### src/rtl/lks_pkg.sv
// Shared types and constants of the LRU key cache tag store.
package lks_pkg;

  localparam int KEY_W  = 64;
  localparam int HALF_W = 32;
  localparam int FUNC_W = 2;
  localparam int SLOT_W = 6;

  localparam logic [FUNC_W-1:0] FUNC_LOOKUP = 2'd0;
  localparam logic [FUNC_W-1:0] FUNC_INSERT = 2'd1;
  localparam logic [FUNC_W-1:0] FUNC_FLUSH  = 2'd2;

  typedef enum logic {
    ST_IDLE,
    ST_EXEC
  } state_t;

  // per-cell update controls
  typedef struct packed {
    logic shift;
    logic clr;
  } cell_ctl_t;

endpackage

### src/rtl/lks_cell.sv
// One recency position of the LRU chain: key, valid bit and slot id.
module lks_cell #(
  parameter int SW = 6
) (
  input  logic                     clk,
  input  logic                     rst_n,
  input  logic [SW-1:0]            rst_slot,
  input  lks_pkg::cell_ctl_t       ctl,
  input  logic [lks_pkg::KEY_W-1:0] nb_key,
  input  logic                     nb_valid,
  input  logic [SW-1:0]            nb_slot,
  input  logic [lks_pkg::KEY_W-1:0] cmp_key,
  output logic [lks_pkg::KEY_W-1:0] key,
  output logic                     valid,
  output logic [SW-1:0]            slot,
  output logic                     match
);

  logic [lks_pkg::KEY_W-1:0] key_r;
  logic                      valid_r;
  logic [SW-1:0]             slot_r;

  always_ff @(posedge clk) begin
    if (!rst_n) begin
      valid_r <= 1'b0;
      slot_r  <= rst_slot;
    end else if (ctl.clr) begin
      valid_r <= 1'b0;
    end else if (ctl.shift) begin
      valid_r <= nb_valid;
      slot_r  <= nb_slot;
    end
  end

  always_ff @(posedge clk) begin
    if (ctl.shift && !ctl.clr) begin
      key_r <= nb_key;
    end
  end

  assign key   = key_r;
  assign valid = valid_r;
  assign slot  = slot_r;
  assign match = valid_r && (key_r == cmp_key);

endmodule

### config.mk
export PLATFORM = sky130hd
export DESIGN_NAME = lks_cell
export DESIGN_NICKNAME = d
export VERILOG_FILES = /design/src/rtl/lks_pkg.sv /design/src/rtl/lks_cell.sv
export SDC_FILE = /design/constraint.sdc
export NUM_CORES = 1
export LEC_CHECK = 0
export BUFFER_PORTS_ARGS = -buffer_cell sky130_fd_sc_hd__buf_2
export CORE_MARGIN = 8
export CORE_UTILIZATION = 42
export CTS_BUF_LIST = sky130_fd_sc_hd__clkbuf_4 sky130_fd_sc_hd__clkbuf_8
export CTS_CLUSTER_DIAMETER = 60
export CTS_CLUSTER_SIZE = 8
export DETAILED_ROUTE_END_ITERATION = 10
export PLACE_DENSITY = 0.82
export SLEW_MARGIN = 15
export SYNTH_ARGS = -nofsm -noshare
export SYNTH_HDL_FRONTEND = slang
export SYNTH_SLANG_ARGS = --single-unit
export TNS_END_PERCENT = 5
### constraint.sdc
create_clock -name clk -period 5.7 [get_ports clk]
set_clock_uncertainty 0.05 [all_clocks]
set_input_delay 1.14 -clock clk [delete_from_list [all_inputs] [get_ports clk]]
set_output_delay 1.14 -clock clk [all_outputs]
set_load 0.02 [all_outputs]
==> results.ini <==
[pwr]
p_sw_uw=316.6
combPwrFrac_pct=15.8
clkPwrFrac_pct=35.3
powerDensity_nw_per_um2=289.9
sw_frac_of_total_pct=24.25
p_leak_uw=0.002006
vdd_drop_max_mv=0.2202
seqPwrFrac_pct=48.9
p_int_uw=988.9

[timing]
fin_tns_setup_ns=0
min_period_ns=3.815
drv_slew=0
hold_viol=0
fmax_mhz=262.1
rsz0062_at_grt=false
fin_crit_sh_pct=66.93
setup-violations-final=0
slew_headroom_pct=53.04
tightest_slew_ns=0.7030

[global_routing]
grt_max_degree=41
grt_usage_pct=18.10
grt_pass1_wl_um=13970
antenna_found_initial=2
grt_pass1_vias=2837
grt.overflow.total=0

[clock_network]
cts_repair_resize_count=0
htreeDepth=3
postCtsSetupRepairBufs=0
path_clk_slew_ns=0.08
clock_sinks=71
ctsLongestPathBuffers=2
holdBufCountCts=0
clock_latency_ns=0.34
cts_buffers=9
clockRootBuffer=clkbuf_8
cts_tree=done

[logic_synthesis]
synth.distinct_cells=32
synth_nets=343
ys_ff_latch=71
ys.warnings.count=0
yosysSeqAreaShare_pct=69.45
synth.avg_cell_area_sq_um=15.43
synthCells=198
synth_area_sq_um=3055

[placed_design]
port_buffers=216
post-dp-hpwl_um=7917
place_congestion=0.8257
postPlaceCellArea_sq_um=4272

[run]
cap_viol_max_count=0

[floorplanning]
core_sq_um=7137
die_x_um=101.3
num_rows=31
die_y_um=101.3
start_util_pct=42.81
die-area_sq_um=10260
ios=217

[min_path]
hold_class=reg2reg

[status]
status=completed

[worst_setup_path]
slowest_delay_ns=0.38
worst-path-buf-inv=2
arrival_ns=2.62
cp_max_fo=1
path_common_cell=buf_2
path_class=in2out
worst_path_max_delay_cell=nor4_1
required_ns=4.51
end_kind=primary output
start_kind=input port
crit_family=simple AND/OR/NAND/NOR gates
cp_cell_sequence=buf_2, xnor2_1, nand4_1, nor4_1, nand3_1, nor4_2, buf_2

[detailed_routing]
drt_iter0_drc=68
first_pass_iters=4
num_vias=2502
drc=0
via_per_inst=4.730
ant_nets=0
wl_um=9439
routedWlPerCell_um=17.84

[cells_and_area]
diodes=0
drive_gt1_share_pct=56.74
final_cell_area_sq_um=4503
areaGrowthSynthToFinish_pct=47.38
n_fill_cell=616
layout.nets=570

state kept, by name, indices dropped and copies added (netlist names):
register  flops
key          64
slot          6
valid         1
layout by cell type (no fill, tap or decap), drive strengths merged:
master	count
nor4	7
nand4	8
nor2	1
a222oi	1
a22o	2
mux2	6
a2111o	1
nor3b	1
a221oi	2
inv	24
nand2b	6
nand2	2
buf	217
mux2i	1
bufinv	2
edfxtp	70
nor3	1
nand3	1
o2111ai	2
a221o	1
a2111oi	3
o22ai	8
xnor2	26
dfxtp	1
xor2	12
clkbuf	13
clkinv	2
o2bb2ai	3
nor2b	5
and2b	1
metal layers:
metal	vias to the layer above	share of wire (%)	GRT usage, %
li1	1196	-	-
met1	1135	35	17.67
met2	145	51	31.88
met3	22	12	8.385
met4	4	2.1	8.362
met5	-	0.23	0
worst paths after layout:
check,from,to,slack (ns),depth (start not counted)
worst max-delay path,cmp_key[13],match,1.89,7
worst min-delay path,valid,valid,0.51,2
worst max register to register,valid,valid,4.97,2
worst min register to register,valid,valid,0.51,2
through the flow:
stage | hold WS (ns) | std cells | power, uW | worst slack [ns] | utilization, %
6_report | 0.5088 | 529 | 1306 | 1.885 | 63.10
5_1_grt | 0.5724 | 529 | 1360 | 1.722 | 63.10
4_1_cts | 0.5134 | 529 | 1318 | 1.871 | 63.10
3_5_place_dp | 0.5078 | 513 | 858.6 | 1.875 | 59.85
3_3_place_gp | 0.4952 | 513 | 851.4 | 1.880 | 59.85
2_1_floorplan | 0.5545 | 198 | 754.4 | 0.8631 | -
worst min-delay path: stages (launching register included):
cell,delay (ns)
dfxtp_1,0.34
mux2i_1,0.12
nor3b_1,0.06
kinds of logic (layout without fill, tap and decap cells):
family / Yosys count / count (layout) / synth area share (%)
xor gates and xnor gates: 38 / 38 / 10.89
muxes: 7 / 7 / 2.539
and+or+nand+nor: 33 / 33 / 6.961
buffers and inverters: 26 / 258 / 3.194
DFF: 71 / 71 / 69.45
AOI/OAI and AO/OA: 23 / 23 / 6.962
power by group through the flow:
stage          sequential, uW  combinational, uW  clock, uW
2_1_floorplan             696               58.8          0
3_3_place_gp              648                203          0
3_5_place_dp              651                208          0
4_1_cts                   639                209        470
5_1_grt                   643                222        495
6_report                  639                206        461
Yosys cell counts:
| master | count | area, sq um |
|---|---|---|
| nor2b_1 | 4 | 25.02 |
| o2bb2ai_1 | 3 | 26.28 |
| a221oi_1 | 2 | 17.52 |
| nand2b_1 | 6 | 37.54 |
| a2111oi_4 | 1 | 27.53 |
| clkbuf_1 | 1 | 3.750 |
| a2111o_1 | 1 | 11.26 |
| a222oi_1 | 1 | 10.01 |
| nor4_2 | 1 | 12.51 |
| edfxtp_1 | 70 | 2102 |
| dfxtp_1 | 1 | 20.02 |
| nor2b_4 | 1 | 13.76 |
| a22o_1 | 2 | 17.52 |
| clkinv_1 | 1 | 3.750 |
| mux2i_1 | 1 | 10.01 |
| inv_1 | 24 | 90.09 |
| o22ai_1 | 8 | 50.05 |
| mux2_2 | 6 | 67.56 |
| o2111ai_1 | 2 | 17.52 |
| xor2_1 | 12 | 105.1 |
| nor4_1 | 6 | 37.54 |
| and2b_1 | 1 | 7.510 |
| a2111oi_2 | 1 | 15.01 |
| nand3_1 | 1 | 5.000 |
| nor3_1 | 1 | 5.000 |
| nand4_1 | 8 | 50.05 |
| a2111oi_1 | 1 | 10.01 |
| nor3b_1 | 1 | 7.510 |
| nand2_1 | 2 | 7.510 |
| xnor2_1 | 26 | 227.7 |
| nor2_1 | 1 | 3.750 |
| a221o_1 | 1 | 10.01 |
area by class of cell:
cell class / count / area, sq um / share of cell area, %
Sequential cell: 71 / 2122 / 47.12
Timing Repair Buffer: 217 / 1089 / 24.17
Multi-Input combinational cell: 101 / 843.3 / 18.73
Clock buffer: 13 / 166.4 / 3.695
Tap cell: 99 / 123.9 / 2.751
Inverter: 25 / 93.84 / 2.084
Clock inverter: 3 / 65.06 / 1.445
No activity file was read; power rests on OpenSTA's default activity.
